$ cat src/hdl/sfb_pkg.sv
package sfb_pkg;

	localparam int MAX_WIDTH = 4096;

	localparam int REG_W  = 13;
	localparam int KW     = 12;
	localparam int CH_W   = 8;
	localparam int NCH    = 3;
	localparam int EW     = $clog2(MAX_WIDTH + 1);
	localparam int CMPW   = (EW > KW) ? EW : KW;
	localparam int NUMW   = CH_W + EW;
	localparam int RW     = 32;
	localparam int PW     = NUMW + RW;
	localparam int CNT_W  = $clog2(RW);

	localparam int APB_AW = 3;
	localparam int APB_DW = 32;

	localparam logic REG_OVERLAP_WIDTH = 1'b0;

	localparam int S_TDATA_W = ((KW + 2 * NCH * CH_W + 7) / 8) * 8;
	localparam int M_TDATA_W = ((NCH * CH_W + 7) / 8) * 8;

	typedef logic [NCH-1:0][CH_W-1:0] pix3_t;

	typedef struct packed {
		logic                      pass;
		pix3_t                     base;
		logic [NCH-1:0][NUMW-1:0]  num;
	} mix_t;

endpackage

$ cat src/hdl/sfb_mix.sv
module sfb_mix (
	input  logic                        clk,
	input  logic                        arst_n,
	input  logic                        in_valid,
	output logic                        in_ready,
	input  logic [sfb_pkg::KW-1:0]      column_offset,
	input  sfb_pkg::pix3_t              base,
	input  sfb_pkg::pix3_t              warp,
	input  logic [sfb_pkg::EW-1:0]      width,
	output logic                        out_valid,
	input  logic                        out_ready,
	output sfb_pkg::mix_t               out_data
);

	logic                         v_s1;
	logic [sfb_pkg::KW-1:0]       k_s1;
	logic [sfb_pkg::EW-1:0]       wk_s1;
	sfb_pkg::pix3_t               base_s1;
	sfb_pkg::pix3_t               warp_s1;
	logic                         pass_s1;

	logic                         v_s2;
	sfb_pkg::mix_t                mix_s2;

	logic                         en_s1;
	logic                         en_s2;
	logic [sfb_pkg::CMPW-1:0]     k_c;
	logic [sfb_pkg::CMPW-1:0]     w_c;
	logic [sfb_pkg::CMPW-1:0]     k_clip;
	logic [sfb_pkg::KW-1:0]       k_eff;
	sfb_pkg::mix_t                mix_d;
	logic [sfb_pkg::NUMW-1:0]     pb;
	logic [sfb_pkg::NUMW-1:0]     pw;

	assign en_s2    = !v_s2 || out_ready;
	assign en_s1    = !v_s1 || en_s2;
	assign in_ready = en_s1;

	always_comb begin
		k_c    = sfb_pkg::CMPW'(column_offset);
		w_c    = sfb_pkg::CMPW'(width);
		k_clip = (k_c >= w_c) ? w_c - 1'b1 : k_c;
		k_eff  = sfb_pkg::KW'(k_clip);
	end

	always_comb begin
		mix_d.pass = pass_s1;
		mix_d.base = base_s1;
		mix_d.num  = '0;
		pb         = '0;
		pw         = '0;
		for (int c = 0; c < sfb_pkg::NCH; c++) begin
			pb = sfb_pkg::NUMW'(base_s1[c]) * sfb_pkg::NUMW'(wk_s1);
			pw = sfb_pkg::NUMW'(warp_s1[c]) * sfb_pkg::NUMW'(k_s1);
			mix_d.num[c] = pb + pw;
		end
	end

	always_ff @(posedge clk or negedge arst_n) begin
		if (!arst_n) begin
			v_s1 <= 1'b0;
			v_s2 <= 1'b0;
		end else begin
			if (en_s1) v_s1 <= in_valid;
			if (en_s2) v_s2 <= v_s1;
		end
	end

	always_ff @(posedge clk) begin
		if (en_s1 && in_valid) begin
			k_s1    <= k_eff;
			wk_s1   <= width - sfb_pkg::EW'(k_eff);
			base_s1 <= base;
			warp_s1 <= warp;
			pass_s1 <= (warp == '0);
		end
		if (en_s2 && v_s1) begin
			mix_s2 <= mix_d;
		end
	end

	assign out_valid = v_s2;
	assign out_data  = mix_s2;

endmodule

$ cat config.mk
export PLATFORM = sky130hd
export DESIGN_NAME = sfb_mix
export DESIGN_NICKNAME = d
export VERILOG_FILES = /design/src/hdl/sfb_pkg.sv /design/src/hdl/sfb_mix.sv
export SDC_FILE = /design/constraint.sdc
export NUM_CORES = 2
export LEC_CHECK = 0
export ABC_AREA = 1
export ABC_CLOCK_PERIOD_IN_PS = 11900
export BUFFER_PORTS_ARGS = -buffer_cell sky130_fd_sc_hd__clkbuf_2
export CORE_MARGIN = 8
export CORE_UTILIZATION = 59
export CTS_CLUSTER_SIZE = 10
export DETAILED_ROUTE_END_ITERATION = 6
export PLACE_DENSITY_LB_ADDON = 0.25
export SLEW_MARGIN = 20
export SYNTH_ARGS = -nofsm -noshare
export SYNTH_HDL_FRONTEND = slang
export SYNTH_SLANG_ARGS = --single-unit
$ cat constraint.sdc
create_clock -name clk -period 11.9 [get_ports clk]
set_input_delay 1.785 -clock clk [delete_from_list [all_inputs] [get_ports clk]]
set_output_delay 1.785 -clock clk [all_outputs]
set_load 0.005 [all_outputs]
==> flow_summary.ini <==
[logic_synthesis]
async_flop_share_pct = 1.220
ys_types = 28
synth_fp_nets = 4003
synth_mux_area_share_pct = 0
synth-compound-area-share_pct = 2.383
ys_ff_latch = 164
synth-simple-area-share_pct = 15.77
synthCells = 3213
ys.flop_type = edfxtp_1
syn_area_um2 = 26940
synth_top_family_by_area = adder cells
synthXorXnorAreaFrac_pct = 1.821
ys_seq_area_share_pct = 18.24
avgSynthCellArea_um2 = 8.385
synth_edf_count = 162
synth_fa_ha_area_share_pct = 46.43
yosys_warnings = 0

[global_routing]
grt_pass1_wl_um = 109500
overflow = 0
antenna_found_initial = 0
grt_pass1_vias = 22040
gr-usage-all-layers_pct = 26.04
grt_max_degree = 60

[setup_path]
cp_common_cell = fa_1
cp_data_arrival_time_ns = 6.39
slowest_stage = edfxtp_1
crit_chain = nand2_1 > fa_1 > fa_1 > fa_1 > inv_1 > fa_1 > fa_1 > inv_1 > fa_1 > inv_1 > ha_1 > nand2_1 > nor2_1 > nand3_1 > nand3_1 > nand2_1 > nand3_1 > nand2_1
worstSetupPathType = flip-flop to flip-flop
cpLargestDelayFamily = adder cells
path_max_fanout = 24
critPathBufInv = 3
cp_data_required_time_ns = 12.16
cp-end-kind = flip-flop
critPathMaxStageDelay_ns = 1.14
startpoint_type = flip-flop

[finish]
antenna_cells = 0
drive_above_1_share_pct = 7.711
areaGrowthSynthToFinish_pct = 7.649
postLayoutCellArea_um2 = 29000
finalNetCount = 4112

[die]
ios = 167
rows = 78
core_area_um2 = 45190
start_util_pct = 59.62
die_h_um = 229.7
fp.dieW_um = 229.7
dieArea_um2 = 52760

[place]
pre_cts_slack_ns = 5.858
dp.final_hpwl_um = 52860
postPlaceCellArea_um2 = 28300
finalWeightedCongestion = 0.9304
numPortBuffers = 166

[worst_hold_path]
hold_class = flip-flop to flip-flop

[timing]
relSlewSlack_pct = 20.14
min_period_ns = 6.131
final.period_utilization_pct = 51.52
tightest_slew_ns = 1.198
setup-tns-final_ns = 0
skew_ns = 0.01415
grt_setup_unrepaired = false
hold_viol_final = 0
clock.fmax_ghz = 0.1631
drv_slew = 0
finalSetupViolCount = 0
setup_ws_ns = 5.769

[detailed_routing]
drt_iter0_drc = 1462
detail-route-antenna-nets = 0
drt-total-wl_um = 65400
wl_per_cell_um = 16.63
vias = 20410
dr.pass1.iters = 6
drcViolationCount = 0
viasPerCell = 5.190

[clock_network]
cts_tree = yes
hold_buffers = 0
cts_made_buffers = 17
cts_sinks = 164
clk_path_buf_depth = 2
htree_levels = 4
clkTransAtPathRegs_ns = 0.07
root_buffer = clkbuf_16
insertion_delay_ns = 0.50
cts_resized = 0
post_cts_buffers = 0

[flow_run]
max_cap_viol_count = 0

[outcome]
status = completed
sequential cells by signal, indices dropped and copies added, names as in the netlist:
signal,cells
base_s1,24
wk_s1,13
out_valid,1
v_s1,1
k_s1,12
warp_s1,24
out_data,88
pass_s1,1
per-stage QoR:
| stage | util, % | hold slack [ns] | instances |
|---|---|---|---|
| global route | 64.18 | 0.4535 | 3933 |
| detailed placement | 62.63 | 0.4149 | 3899 |
| global placement | 62.59 | 0.4305 | 3898 |
| floorplan | - | 0.4003 | 3213 |
| finish | 64.18 | 0.4440 | 3933 |
| CTS | 63.98 | 0.4436 | 3929 |
path summary, 6_finish.rpt:
check                         start      endpoint  slack [ns]  depth (start not counted)
min reg2reg                 pass_s1  out_data[87]        0.44                          0
min                         pass_s1  out_data[87]        0.44                          0
max in group asynchronous    arst_n          v_s1       10.74                          1
min in group asynchronous    arst_n     out_valid        1.07                          1
max                        wk_s1[9]  out_data[19]        5.77                         18
max reg2reg                wk_s1[9]  out_data[19]        5.77                         18
layer usage:
metal | routed length, µm | vias up | global-route usage [%]
li1 | - | 9446 | -
met1 | 26730 | 9950 | 33.88
met2 | 30730 | 872 | 42.11
met3 | 5795 | 146 | 5.873
met4 | 2142 | 0 | 10.36
met5 | 0 | - | 0
Yosys cell counts (3+ instances only):
cell	count	area, µm²
xor2_1	40	350.3
nand4_1	10	62.56
o21ai_0	21	105.1
fa_1	478	9569
ha_1	235	2940
nor2_1	70	262.8
a31oi_1	3	18.77
buf_6	3	33.78
o21ai_2	15	131.4
nand2_2	13	81.33
inv_2	3	11.26
clkbuf_1	98	367.9
a21oi_1	67	335.3
xnor2_1	16	140.1
inv_1	992	3724
edfxtp_1	162	4865
nor3_1	5	25.02
o21ai_1	4	20.02
nand3_1	66	330.3
nor4_1	18	112.6
nand2_1	885	3322
cells in the final DEF (no fill, tap or decap), drive strengths merged:
cell        n
a21o        1
a21oi      68
a31oi       3
buf        25
bufinv      4
clkbuf    184
clkinv      6
clkinvlp    1
dfrtp       2
edfxtp    162
fa        478
ha        235
inv       996
nand2     899
nand3      67
nand4      10
nor2       72
nor3        5
nor4       18
o21ai      40
o21bai      1
xnor2      16
xor2       40
logic make-up (layout without fill, tap and decap cells):
| kind of cell | Yosys count | in the layout |
|---|---|---|
| AOI/OAI and AO/OA | 113 | 113 |
| adders and majority gates | 713 | 713 |
| xor gates and xnor gates | 56 | 56 |
| DFF | 164 | 164 |
| and+or+nand+nor | 1071 | 1071 |
| buffers and inverters | 1096 | 1216 |
area by class of cell:
type                    instances  area, µm²
well taps                     600      750.7
flip-flops and latches        164       4915
fillers                      3827      16180
repair buffers                191       1090
clock buffers                  18      429.2
multi-input cells            1953      17900
clock inverters                12      180.2
inverters                     995       3736
Power is left out: the tool's default activity adds up to more than one toggle a clock period on the data nets, which glitch-free logic cannot reach.
