[src/hdl/sfb_pkg.sv]
package sfb_pkg;

	localparam int MAX_WIDTH = 4096;

	localparam int REG_W  = 13;
	localparam int KW     = 12;
	localparam int CH_W   = 8;
	localparam int NCH    = 3;
	localparam int EW     = $clog2(MAX_WIDTH + 1);
	localparam int CMPW   = (EW > KW) ? EW : KW;
	localparam int NUMW   = CH_W + EW;
	localparam int RW     = 32;
	localparam int PW     = NUMW + RW;
	localparam int CNT_W  = $clog2(RW);

	localparam int APB_AW = 3;
	localparam int APB_DW = 32;

	localparam logic REG_OVERLAP_WIDTH = 1'b0;

	localparam int S_TDATA_W = ((KW + 2 * NCH * CH_W + 7) / 8) * 8;
	localparam int M_TDATA_W = ((NCH * CH_W + 7) / 8) * 8;

	typedef logic [NCH-1:0][CH_W-1:0] pix3_t;

	typedef struct packed {
		logic                      pass;
		pix3_t                     base;
		logic [NCH-1:0][NUMW-1:0]  num;
	} mix_t;

endpackage

[src/hdl/sfb_recip.sv]
module sfb_recip (
	input  logic                        clk,
	input  logic                        arst_n,
	input  logic                        start,
	input  logic [sfb_pkg::EW-1:0]      width,
	output logic [sfb_pkg::RW-1:0]      recip,
	output logic                        busy
);

	logic [sfb_pkg::RW-1:0]    recip_q;
	logic [sfb_pkg::EW-1:0]    rem_q;
	logic [sfb_pkg::CNT_W-1:0] cnt_q;
	logic                      busy_q;
	logic [sfb_pkg::EW:0]      rem_sh;
	logic                      fits;

	// floor(2^RW / width), one quotient bit per cycle
	always_comb begin
		rem_sh = {rem_q, 1'b0};
		fits   = rem_sh >= {1'b0, width};
	end

	always_ff @(posedge clk or negedge arst_n) begin
		if (!arst_n) begin
			recip_q <= '1;
			rem_q   <= '0;
			cnt_q   <= '0;
			busy_q  <= 1'b0;
		end else if (start) begin
			cnt_q <= '0;
			rem_q <= sfb_pkg::EW'(1);
			if (width == sfb_pkg::EW'(1)) begin
				recip_q <= '1;
				busy_q  <= 1'b0;
			end else begin
				busy_q <= 1'b1;
			end
		end else if (busy_q) begin
			rem_q   <= fits ? sfb_pkg::EW'(rem_sh - {1'b0, width}) : rem_sh[sfb_pkg::EW-1:0];
			recip_q <= {recip_q[sfb_pkg::RW-2:0], fits};
			cnt_q   <= cnt_q + 1'b1;
			if (cnt_q == sfb_pkg::CNT_W'(sfb_pkg::RW - 1)) begin
				busy_q <= 1'b0;
			end
		end
	end

	assign recip = recip_q;
	assign busy  = busy_q;

endmodule

[config.mk]
export PLATFORM = sky130hd
export DESIGN_NAME = sfb_recip
export DESIGN_NICKNAME = d
export VERILOG_FILES = /design/src/hdl/sfb_pkg.sv /design/src/hdl/sfb_recip.sv
export SDC_FILE = /design/constraint.sdc
export NUM_CORES = 1
export LEC_CHECK = 0
export BUFFER_PORTS_ARGS = -buffer_cell sky130_fd_sc_hd__buf_2
export CORE_AREA = 2 2 74 76
export DETAILED_ROUTE_END_ITERATION = 7
export DIE_AREA = 0 0 76 78
export PLACE_DENSITY = 0.76
export SLEW_MARGIN = 20
export SYNTH_ARGS = -nofsm -noshare
export SYNTH_HDL_FRONTEND = slang
export SYNTH_SLANG_ARGS = --single-unit
[constraint.sdc]
create_clock -name clk -period 2.88 [get_ports clk]
set_clock_uncertainty 0.2 [all_clocks]
set_input_delay 0.576 -clock clk [delete_from_list [all_inputs] [get_ports clk]]
set_output_delay 0.576 -clock clk [all_outputs]
set_load 0.02 [all_outputs]
==> reports/qor.txt <==
GRT
----------------------------------------------------------------------------------
Overall Global Routing Usage ........................................        21.1%
Antenna violations before repair ....................................            0
Pin count of the biggest net entering global routing ................           33
First-pass GRT wire length ..........................................     10100 um
Aggregate global routing overflow ...................................            0
Vias in the first global route ......................................         2092

WORST SETUP PATH
----------------------------------------------------------------------------------
Endpoint arrival time on the critical path ..........................      2.60 ns
Critical setup path kind ............................................       in2reg
FF-to-FF path depth .................................................            9
Longest individual stage delay on the worst path ....................      0.48 ns
Worst reg2reg path endpoint ......................................... rem_q[8]$_DFFE_PN0P_
Cells along the critical path ....................................... buf_2 > inv_1 > fa_1 > a21o_1 > a21oi_1 > o21ai_0 > o31a_1 > nor4_1 > a311o_1
CP bufs+invs ........................................................            2
Largest driver fanout on the critical path ..........................            4
Critical-path top delay cell ........................................         fa_1
Element type at the critical path start .............................   input port
Reg2Reg Setup Slack .................................................      0.36 ns
R2r startpoint ...................................................... rem_q[0]$_DFFE_PN0P_
Endpoint required time on the critical path .........................      2.92 ns
Top cell family by delay on the critical path ....................... compound AO/OA/AOI/OAI gates
CP endpoint kind ....................................................     register

SYNTHESIS
----------------------------------------------------------------------------------
Synthesized cell area ...............................................    2760 um^2
Warnings, synthesis .................................................            0
Share of Yosys cell area claimed by the top area cell type ..........        30.5%
Synthesized area divided by synthesized cell count ..................    10.9 um^2
Most frequent cell after synthesis ..................................      dfstp_2
Seq/Total Area, Yosys ...............................................        47.8%
Post-synthesis sequential element count .............................           51
Synth area leaders .................................................. dfstp_2 (31%), dfrtp_1 (17%), o22a_1 (9.9%)
Most used flip-flop cell after synthesis ............................      dfstp_2
Number of enable flip-flop cells after synthesis ....................            0
Share of synthesized flip-flops with an asynchronous set or reset ...         100%
Synthesized netlist cell count ......................................          253
Top cell types by occurrence after synthesis ........................ dfstp_2 (32), o22a_1 (31), dfrtp_1 (19), nor2_1 (19), inv_1 (16)
Largest area contributor in the synthesized netlist .................      dfstp_2
Cell variety after synth ............................................           49
Syn Nets ............................................................          285

STA
----------------------------------------------------------------------------------
Fin Hold WS .........................................................    0.0367 ns
Share of the cycle needed by the critical path after routing ........        88.8%
Transition time of the tightest slew-check pin ......................     0.522 ns
Top achievable clock speed ..........................................    0.391 GHz
Number of failing hold endpoints at the final stage .................            0
Number of setup violations in the final report ......................            0
Final min period ....................................................      2.56 ns
Max-slew violation count ............................................            0
Unrepaired setup endpoints after global routing .....................        false
Max-slew headroom at the worst pin ..................................        65.2%
Setup_tns ...........................................................         0 ns

PWR
----------------------------------------------------------------------------------
Worst-case vdd ir drop ..............................................     0.360 mV
PwrDens .............................................................  737 nW/um^2
Leakage power .......................................................      1.51 nW

ROUTING
----------------------------------------------------------------------------------
Remaining antenna violation count ...................................            0
Routed via count ....................................................         2144
Iteration-0 DRC count of the detailed router ........................          146
Count of unresolved DRC violations after routing ....................            0
Vias per cell .......................................................         5.61
Mean routed wirelength per cell .....................................      15.0 um
Number of iterations in the first detailed-routing pass .............            4
Final routed wirelength across all metal layers .....................      5740 um

CELLS AND AREA
----------------------------------------------------------------------------------
Nets@finish .........................................................          343
Signed area change from the synthesized netlist to the final layout .        18.8%
Share of post-route cells with drive strength above 1 ...............        34.3%
Antenna diode count .................................................            0

FLOORPLAN
----------------------------------------------------------------------------------
DIE AREA ............................................................    5930 um^2
I/O pin count .......................................................           49
Cell Rows ...........................................................           26
Vertical extent of the die ..........................................        78 um
Area of the placeable core ..........................................    5040 um^2
Width of the chip ...................................................        76 um
Initial core utilization ............................................        54.7%

OUTCOME
----------------------------------------------------------------------------------
Run status .......................................................... complete, no violations

WORST HOLD PATH
----------------------------------------------------------------------------------
Worst min path class ................................................     in2async

CLOCK TREE
----------------------------------------------------------------------------------
Clock transition at the registers of the reported paths .............      0.09 ns
Clk root buf ........................................................     clkbuf_8
Clock insertion delay at the later pin of the skew report ...........      0.31 ns
TritonCTS clock tree ................................................         done
Total number of H-tree levels .......................................            2
TritonCTS Buffers ...................................................            5
CTS max path bufs ...................................................            2
Count of clock tree sinks ...........................................           51
Number of hold-repair buffers added at the cts stage ................            0

PLACED DESIGN
----------------------------------------------------------------------------------
I/O Buffers .........................................................           48
Final GP Congestion .................................................        0.882
Detail Placement HPWL ...............................................      4360 um

RUN
----------------------------------------------------------------------------------
Max-Cap Viols .......................................................            0

[per-layer routing]
metal | track usage, % | part of all wire, % | up-vias
met1 | 29.8 | 48 | 1027
li1 | - | - | 1069
met4 | 5.09 | 0.96 | 0
met5 | 0 | 0 | -
met3 | 3.72 | 3.5 | 8
met2 | 34.0 | 47 | 40
[state kept, by name, summed over array words and instances, names as in the netlist]
register  cells
recip        32
rem_q        13
cnt_q         5
busy          1
[worst max-delay path by stage]
| stage | start | end | slack [ns] | depth (start not counted) |
|---|---|---|---|---|
| 2_1_floorplan | width[7] | rem_q[12]$_DFFE_PN0P_ | 0.19 | 10 |
| 3_3_place_gp | width[1] | rem_q[11]$_DFFE_PN0P_ | 0.02 | 10 |
| 3_5_place_dp | width[0] | rem_q[12]$_DFFE_PN0P_ | 0.03 | 9 |
| 4_1_cts | width[0] | rem_q[12]$_DFFE_PN0P_ | 0.34 | 9 |
| 5_1_grt | rem_q[0]$_DFFE_PN0P_ | rem_q[11]$_DFFE_PN0P_ | 0.17 | 8 |
| 6_report | width[0] | rem_q[12]$_DFFE_PN0P_ | 0.32 | 9 |
[repair_timing]
item | 4_1_cts | 5_1_grt
setup buffers | 0 | 0
setup endpoints to repair | 0 | 1
resized for setup | 0 | 1
[cell usage in the layout, fill, tap and decap left out, drive strengths merged, types with 3 or more instances in the layout]
| master | n |
|---|---|
| nor2b | 3 |
| xor2 | 4 |
| nand2 | 8 |
| o21ai | 10 |
| dfrtp | 19 |
| o21a | 3 |
| xnor2 | 8 |
| inv | 17 |
| o31ai | 3 |
| and3 | 4 |
| nand4 | 4 |
| clkbuf | 6 |
| a21oi | 11 |
| mux2i | 9 |
| dfstp | 32 |
| o22a | 31 |
| nor2 | 19 |
| a211oi | 8 |
| nor4 | 3 |
| ha | 15 |
| buf | 65 |
[logic make-up (layout without fill, tap and decap cells)]
family	Yosys count	after routing	share of synthesized area (%)
muxes	9	9	3.27
xor gates and xnor gates	12	12	3.81
adders and majority gates	16	16	7.54
buffers and inverters	30	89	5.04
DFF	51	51	47.8
and+or+nand+nor	48	48	8.40
AOI/OAI and AO/OA	87	87	24.2
[worst reg2reg max path: stages, from the launching register on]
cell      delay, ns
dfrtp_1        0.43
ha_1           0.31
ha_1           0.15
o21a_1         0.11
o21ai_1        0.06
a2111o_1       0.42
and2_1         0.17
buf_12         0.16
a31o_2         0.24
a32o_1         0.19
[power by group]
part           switching (mW)  internal, mW
Sequential              0.122         0.943
Clock                   0.240         0.229
Combinational           0.488         0.392
Total                   0.850          1.56
[metrics by stage]
stage	cell area (um^2)	utilization, %	cells	power (mW)	setup slack (ns)
final	3270	64.9	382	2.41	0.322
after global routing	3270	64.9	382	2.57	0.170
after CTS	3270	64.9	382	2.43	0.344
after detailed placement	3160	62.7	374	1.96	0.0312
after global placement	3160	62.7	374	1.94	0.0241
after floorplan	2760	-	253	1.67	0.195
[area by class of cell]
type	count	area, um^2
Clock buffer	6	93.8
Clock inverter	2	17.5
Fill cell	427	1770
Inverter	16	60.1
Multi-Input combinational cell	172	1310
Sequential cell	51	1320
Tap cell	70	87.6
Timing Repair Buffer	65	393
Note: power is estimated with default switching activity, not from simulation.
