[config.mk]
export PLATFORM = sky130hd
export DESIGN_NAME = sfb_quot
export DESIGN_NICKNAME = d
export VERILOG_FILES = /design/src/hdl/sfb_pkg.sv /design/src/hdl/sfb_quot.sv
export SDC_FILE = /design/constraint.sdc
export NUM_CORES = 2
export LEC_CHECK = 0
export ABC_AREA = 0
export ABC_CLOCK_PERIOD_IN_PS = 5000
export BUFFER_PORTS_ARGS = -buffer_cell sky130_fd_sc_hd__buf_2
export CAP_MARGIN = 5
export CORE_MARGIN = 2
export CORE_UTILIZATION = 55
export DETAILED_ROUTE_END_ITERATION = 10
export GPL_ROUTABILITY_DRIVEN = 0
export PLACE_DENSITY = 0.75
export SYNTH_ARGS = -nofsm -noshare
export SYNTH_HDL_FRONTEND = slang
export SYNTH_SLANG_ARGS = --single-unit
[constraint.sdc]
create_clock -name clk -period 5 [get_ports clk]
set_clock_uncertainty 0.2 [all_clocks]
set_input_delay 0.5 -clock clk [delete_from_list [all_inputs] [get_ports clk]]
set_output_delay 0.5 -clock clk [all_outputs]
set_load 0.01 [all_outputs]
[src/hdl/sfb_pkg.sv]
package sfb_pkg;

	localparam int MAX_WIDTH = 4096;

	localparam int REG_W  = 13;
	localparam int KW     = 12;
	localparam int CH_W   = 8;
	localparam int NCH    = 3;
	localparam int EW     = $clog2(MAX_WIDTH + 1);
	localparam int CMPW   = (EW > KW) ? EW : KW;
	localparam int NUMW   = CH_W + EW;
	localparam int RW     = 32;
	localparam int PW     = NUMW + RW;
	localparam int CNT_W  = $clog2(RW);

	localparam int APB_AW = 3;
	localparam int APB_DW = 32;

	localparam logic REG_OVERLAP_WIDTH = 1'b0;

	localparam int S_TDATA_W = ((KW + 2 * NCH * CH_W + 7) / 8) * 8;
	localparam int M_TDATA_W = ((NCH * CH_W + 7) / 8) * 8;

	typedef logic [NCH-1:0][CH_W-1:0] pix3_t;

	typedef struct packed {
		logic                      pass;
		pix3_t                     base;
		logic [NCH-1:0][NUMW-1:0]  num;
	} mix_t;

endpackage

[src/hdl/sfb_quot.sv]
module sfb_quot (
	input  logic                        clk,
	input  logic                        arst_n,
	input  logic                        in_valid,
	output logic                        in_ready,
	input  sfb_pkg::mix_t               in_data,
	input  logic [sfb_pkg::EW-1:0]      width,
	input  logic [sfb_pkg::RW-1:0]      recip,
	output logic                        out_valid,
	input  logic                        out_ready,
	output sfb_pkg::pix3_t              out_pix
);

	logic                                      v_s3;
	logic                                      v_s4;
	logic                                      v_s5;
	sfb_pkg::mix_t                             mix_s3;
	sfb_pkg::mix_t                             mix_s4;
	logic [sfb_pkg::NCH-1:0][sfb_pkg::CH_W-1:0] qe_s3;
	logic [sfb_pkg::NCH-1:0][sfb_pkg::CH_W-1:0] qe_s4;
	logic [sfb_pkg::NCH-1:0][sfb_pkg::NUMW-1:0] qw_s4;
	sfb_pkg::pix3_t                            pix_s5;

	logic en_s3;
	logic en_s4;
	logic en_s5;

	logic [sfb_pkg::PW-1:0]                    prod;
	logic [sfb_pkg::NCH-1:0][sfb_pkg::CH_W-1:0] qe_d;
	logic [sfb_pkg::NCH-1:0][sfb_pkg::NUMW-1:0] qw_d;
	logic [sfb_pkg::NUMW-1:0]                  rem;
	sfb_pkg::pix3_t                            pix_d;

	assign en_s5    = !v_s5 || out_ready;
	assign en_s4    = !v_s4 || en_s5;
	assign en_s3    = !v_s3 || en_s4;
	assign in_ready = en_s3;

	// quotient estimate from the reciprocal: exact or one low
	always_comb begin
		qe_d = '0;
		prod = '0;
		for (int c = 0; c < sfb_pkg::NCH; c++) begin
			prod    = sfb_pkg::PW'(in_data.num[c]) * sfb_pkg::PW'(recip);
			qe_d[c] = prod[sfb_pkg::RW +: sfb_pkg::CH_W];
		end
	end

	always_comb begin
		qw_d = '0;
		for (int c = 0; c < sfb_pkg::NCH; c++) begin
			qw_d[c] = sfb_pkg::NUMW'(qe_s3[c]) * sfb_pkg::NUMW'(width);
		end
	end

	always_comb begin
		pix_d = '0;
		rem   = '0;
		for (int c = 0; c < sfb_pkg::NCH; c++) begin
			rem = mix_s4.num[c] - qw_s4[c];
			if (mix_s4.pass) begin
				pix_d[c] = mix_s4.base[c];
			end else if (rem >= sfb_pkg::NUMW'(width)) begin
				pix_d[c] = qe_s4[c] + 1'b1;
			end else begin
				pix_d[c] = qe_s4[c];
			end
		end
	end

	always_ff @(posedge clk or negedge arst_n) begin
		if (!arst_n) begin
			v_s3 <= 1'b0;
			v_s4 <= 1'b0;
			v_s5 <= 1'b0;
		end else begin
			if (en_s3) v_s3 <= in_valid;
			if (en_s4) v_s4 <= v_s3;
			if (en_s5) v_s5 <= v_s4;
		end
	end

	always_ff @(posedge clk) begin
		if (en_s3 && in_valid) begin
			mix_s3 <= in_data;
			qe_s3  <= qe_d;
		end
		if (en_s4 && v_s3) begin
			mix_s4 <= mix_s3;
			qe_s4  <= qe_s3;
			qw_s4  <= qw_d;
		end
		if (en_s5 && v_s4) begin
			pix_s5 <= pix_d;
		end
	end

	assign out_valid = v_s5;
	assign out_pix   = pix_s5;

endmodule

==> impl_metrics.json <==
{
  "most_frequent_cells_in_the_layout": "1913 x sky130_fd_sc_hd__inv_1, 1610 x sky130_fd_sc_hd__fa_1, 1097 x sky130_fd_sc_hd__nand2_1, 1024 x sky130_fd_sc_hd__and2_1, 616 x sky130_fd_sc_hd__buf_4",
  "final_critical_path_setup_slack_ns": -1.91,
  "data_required_time_of_the_critical_path_ns": 5.12,
  "drt-wirelength-per-cell_um": 20.7,
  "timing.critical_path.depth": 25,
  "synth_area_leaders": "sky130_fd_sc_hd__fa_1 45%, sky130_fd_sc_hd__edfxtp_1 12%, sky130_fd_sc_hd__inv_1 9.8%",
  "area_share_of_the_largest_cell_type_after_synthesis_pct": 44.6,
  "layout_worst_path_cycle_share_pct": 138,
  "top_level_ports": 163,
  "clock_tree.htree_level_count": 2,
  "grt_pass1_vias": 63000,
  "fp.dieArea_um2": 140000,
  "clockRootBuffer": "sky130_fd_sc_hd__clkbuf_16",
  "final_layout_size_suffix_gt1_share_pct": 15.5,
  "cpLargestDelayFamily": "adder cells",
  "criticalPathCategory": "in2reg",
  "synthArstFlopShare_pct": 0.955,
  "drt-vias-per-instance": 5.50,
  "cts.reportedPaths.clkPinSlew_ns": 0.06,
  "slowest_cell_on_the_critical_path": "sky130_fd_sc_hd__fa_1",
  "setup_viol": 37,
  "num-fill-cells": 10200,
  "grt_remaining_overflow": 0,
  "register_cell_area_after_layout_um2": 9410,
  "placement.io_buffers": 162,
  "dp.final_hpwl_mm": 165,
  "drv.max_cap_violation_count": 0,
  "critical_path.endpoint_type": "flop",
  "areaGrowthSynthToFinish_pct": 16.3,
  "reg2reg_slack_ns": -0.27,
  "ctsLongestPathBuffers": 3,
  "multi_input_comb_area_um2": 58500,
  "die_width_um": 374,
  "cp_num_buf_inv": 5,
  "synth_top_cell_by_area": "sky130_fd_sc_hd__fa_1",
  "critical-path-top-cell-by-count": "sky130_fd_sc_hd__fa_1",
  "wl_met3_mm": 21.1,
  "synth.ff_latch_count": 314,
  "layout.nets": 10900,
  "violations": "negative setup slack",
  "rsz_0062_raised_after_global_routing": "yes",
  "maxUsedRoutingLayer": "met5",
  "rr_startpoint": "qe_s3[2]",
  "ys.flop_type": "sky130_fd_sc_hd__edfxtp_1",
  "transition_time_at_the_pin_with_the_least_slew_margin_ns": 1.16,
  "final_common_cell": "sky130_fd_sc_hd__inv_1",
  "worst_hold_path_type": "in2reg",
  "fp-row-count": 135,
  "first_iter_violations": 4501,
  "worstReg2RegEnd": "qw_s4[17]",
  "routed_wirelength_mm": 214,
  "routed-via-count": 56900,
  "final_period_minus_worst_setup_slack_ns": 6.91,
  "timing_hold_violations_final": 0,
  "met1Wirelength_mm": 81.3,
  "dp.cells": 10100,
  "mappedNetlistNets": 10300,
  "core_area_um2": 136000,
  "grt_max_degree": 68,
  "yosysWarnings": 0,
  "cts.sink_count": 314,
  "synthesis.instances": 7955,
  "reg2regPathDepth": 21,
  "worstSetupEndpoint": "qe_s3[23]",
  "worst-endpoint-arrival_ns": 7.03,
  "effective_utilization_at_floorplan_pct": 55.4,
  "postSynthAreaPerCell_um2": 9.45,
  "clk-insertion-delay-late_ns": 0.57,
  "detail_route.drc_violations": 0,
  "track_usage_pct": 31.0,
  "maxSlewViolCount": 0,
  "cp_slowest_stage_delay_ns": 0.58,
  "netlist-cell-type-count": 77,
  "outcome": "finished, violations left",
  "crit_path_start": "recip[6]",
  "critical_path_peak_fanout": 17,
  "post_synth_instance_area_um2": 75200,
  "number_of_flops_mapped_to_enable_cells_by_yosys": 311,
  "router_iterations_before_antenna_repair": 6,
  "ant_nets": 0,
  "start_kind": "primary input",
  "route.met2.wl_mm": 100,
  "tritoncts_clock_tree": "done",
  "number_of_antenna_violations_at_the_first_check_in_global_routing": 19,
  "fmax_mhz": 145,
  "die_h_um": 374,
  "synth_sequential_area_ratio_pct": 12.5,
  "timing.max_slew.rel_slack_pct": 22.7,
  "cts-buffers-inserted": 34,
  "first_pass_grt_wire_length_mm": 340,
  "layout.cells.non_filler": 10300
}
==> kinds of logic (layout without fill, tap and decap cells) <==
logic type | count (synthesis) | count (layout) | synth area share, %
adder cells (fa/ha/maj) | 2193 | 2193 | 53.2
AO/OA/AOI/OAI | 419 | 419 | 3.68
other | 0 | 8 | 0
multiplexers | 11 | 11 | 0.156
XOR/XNOR | 196 | 196 | 2.28
AND/OR/NAND/NOR | 2444 | 2444 | 16.3
buffers and inverters | 2378 | 2972 | 11.9
flip-flops | 314 | 314 | 12.5
==> worst min path at each step <==
stage                      endpoint  cells after the start       from  slack (ns)
after global placement    out_valid                      1     arst_n         0.1
after global routing      out_valid                      3  out_ready        0.06
after detailed placement  out_valid                      1     arst_n         0.1
final                     out_valid                      3  out_ready        0.04
after CTS                 out_valid                      3  out_ready       0.005
after floorplan           out_valid                      0     arst_n       0.004
==> state kept, by name (all words and copies together), names as in the netlist <==
signal and count:
v_s3 1, qe_s3 24, out_pix 24, qe_s4 24
mix_s3 88, mix_s4 88, out_valid 1, v_s4 1
qw_s4 63
==> cells in the mapped netlist, types with 7 or more instances <==
master and count:
sky130_fd_sc_hd__o21ai_1 18, sky130_fd_sc_hd__nor2b_1 29, sky130_fd_sc_hd__inv_1 1955, sky130_fd_sc_hd__nand3_1 30, sky130_fd_sc_hd__and2_1 1064, sky130_fd_sc_hd__o21a_1 32
sky130_fd_sc_hd__o21ai_0 81, sky130_fd_sc_hd__nand2b_1 20, sky130_fd_sc_hd__fa_1 1674, sky130_fd_sc_hd__nor2_1 91, sky130_fd_sc_hd__a31oi_1 12, sky130_fd_sc_hd__a211oi_1 14
sky130_fd_sc_hd__ha_1 519, sky130_fd_sc_hd__nand4_1 30, sky130_fd_sc_hd__o21bai_1 13, sky130_fd_sc_hd__o211ai_1 8, sky130_fd_sc_hd__and3_1 7, sky130_fd_sc_hd__clkbuf_1 414
sky130_fd_sc_hd__a21o_1 50, sky130_fd_sc_hd__buf_1 8, sky130_fd_sc_hd__edfxtp_1 311, sky130_fd_sc_hd__o31ai_1 7, sky130_fd_sc_hd__nor3_1 32, sky130_fd_sc_hd__a21oi_1 110
sky130_fd_sc_hd__mux2i_1 8, sky130_fd_sc_hd__xor2_1 49, sky130_fd_sc_hd__nand2_1 1113, sky130_fd_sc_hd__a221o_1 7, sky130_fd_sc_hd__xnor2_1 147
==> per-stage QoR <==
step | util, % | hold WS (ns) | setup TNS, ns | setup slack, ns | instance area, um2
global placement | 60.8 | 0.0958 | -66.98 | -2.73 | 82500
CTS | 63.2 | 0.00464 | -38.20 | -1.83 | 85800
floorplan | - | 0.00441 | -38.95 | -2.13 | 75800
detailed placement | 60.8 | 0.0977 | -71.65 | -2.81 | 82500
global route | 64.5 | 0.0639 | -49.09 | -2.12 | 87500
finish | 64.5 | 0.0362 | -41.47 | -1.91 | 87500
==> layout make-up <==
class,instances,area share (%)
antenna,8,0.0229
clock buffer,41,1.03
clock inverter,21,0.257
inverter,1955,8.39
multi-input combinational,5263,66.8
sequential,314,10.8
tap,1781,2.55
timing repair buffer,955,10.1
==> per-layer routing <==
layer,GRT usage [%],up-vias
met4,13.0,22
met3,6.43,664
met2,50.1,2820
li1,-,24400
met5,0,-
met1,40.8,29000
==> tightest hold or removal path: stages <==
cell	delay [ns]
sky130_fd_sc_hd__buf_2	0.08
sky130_fd_sc_hd__nand2b_1	0.11
sky130_fd_sc_hd__nand2b_1	0.06
==> timing repair <==
item	4_1_cts	5_1_grt
gates cloned	16	5
endpoints found under the setup margin	55	65
setup buffers	56	57
hold endpoints to repair	30	0
pin swaps	152	225
gates resized for setup	276	286
hold buffers	28	0
Power is not shown: default switching activity piles up to over one toggle a cycle in this logic, so the estimate is an artifact.
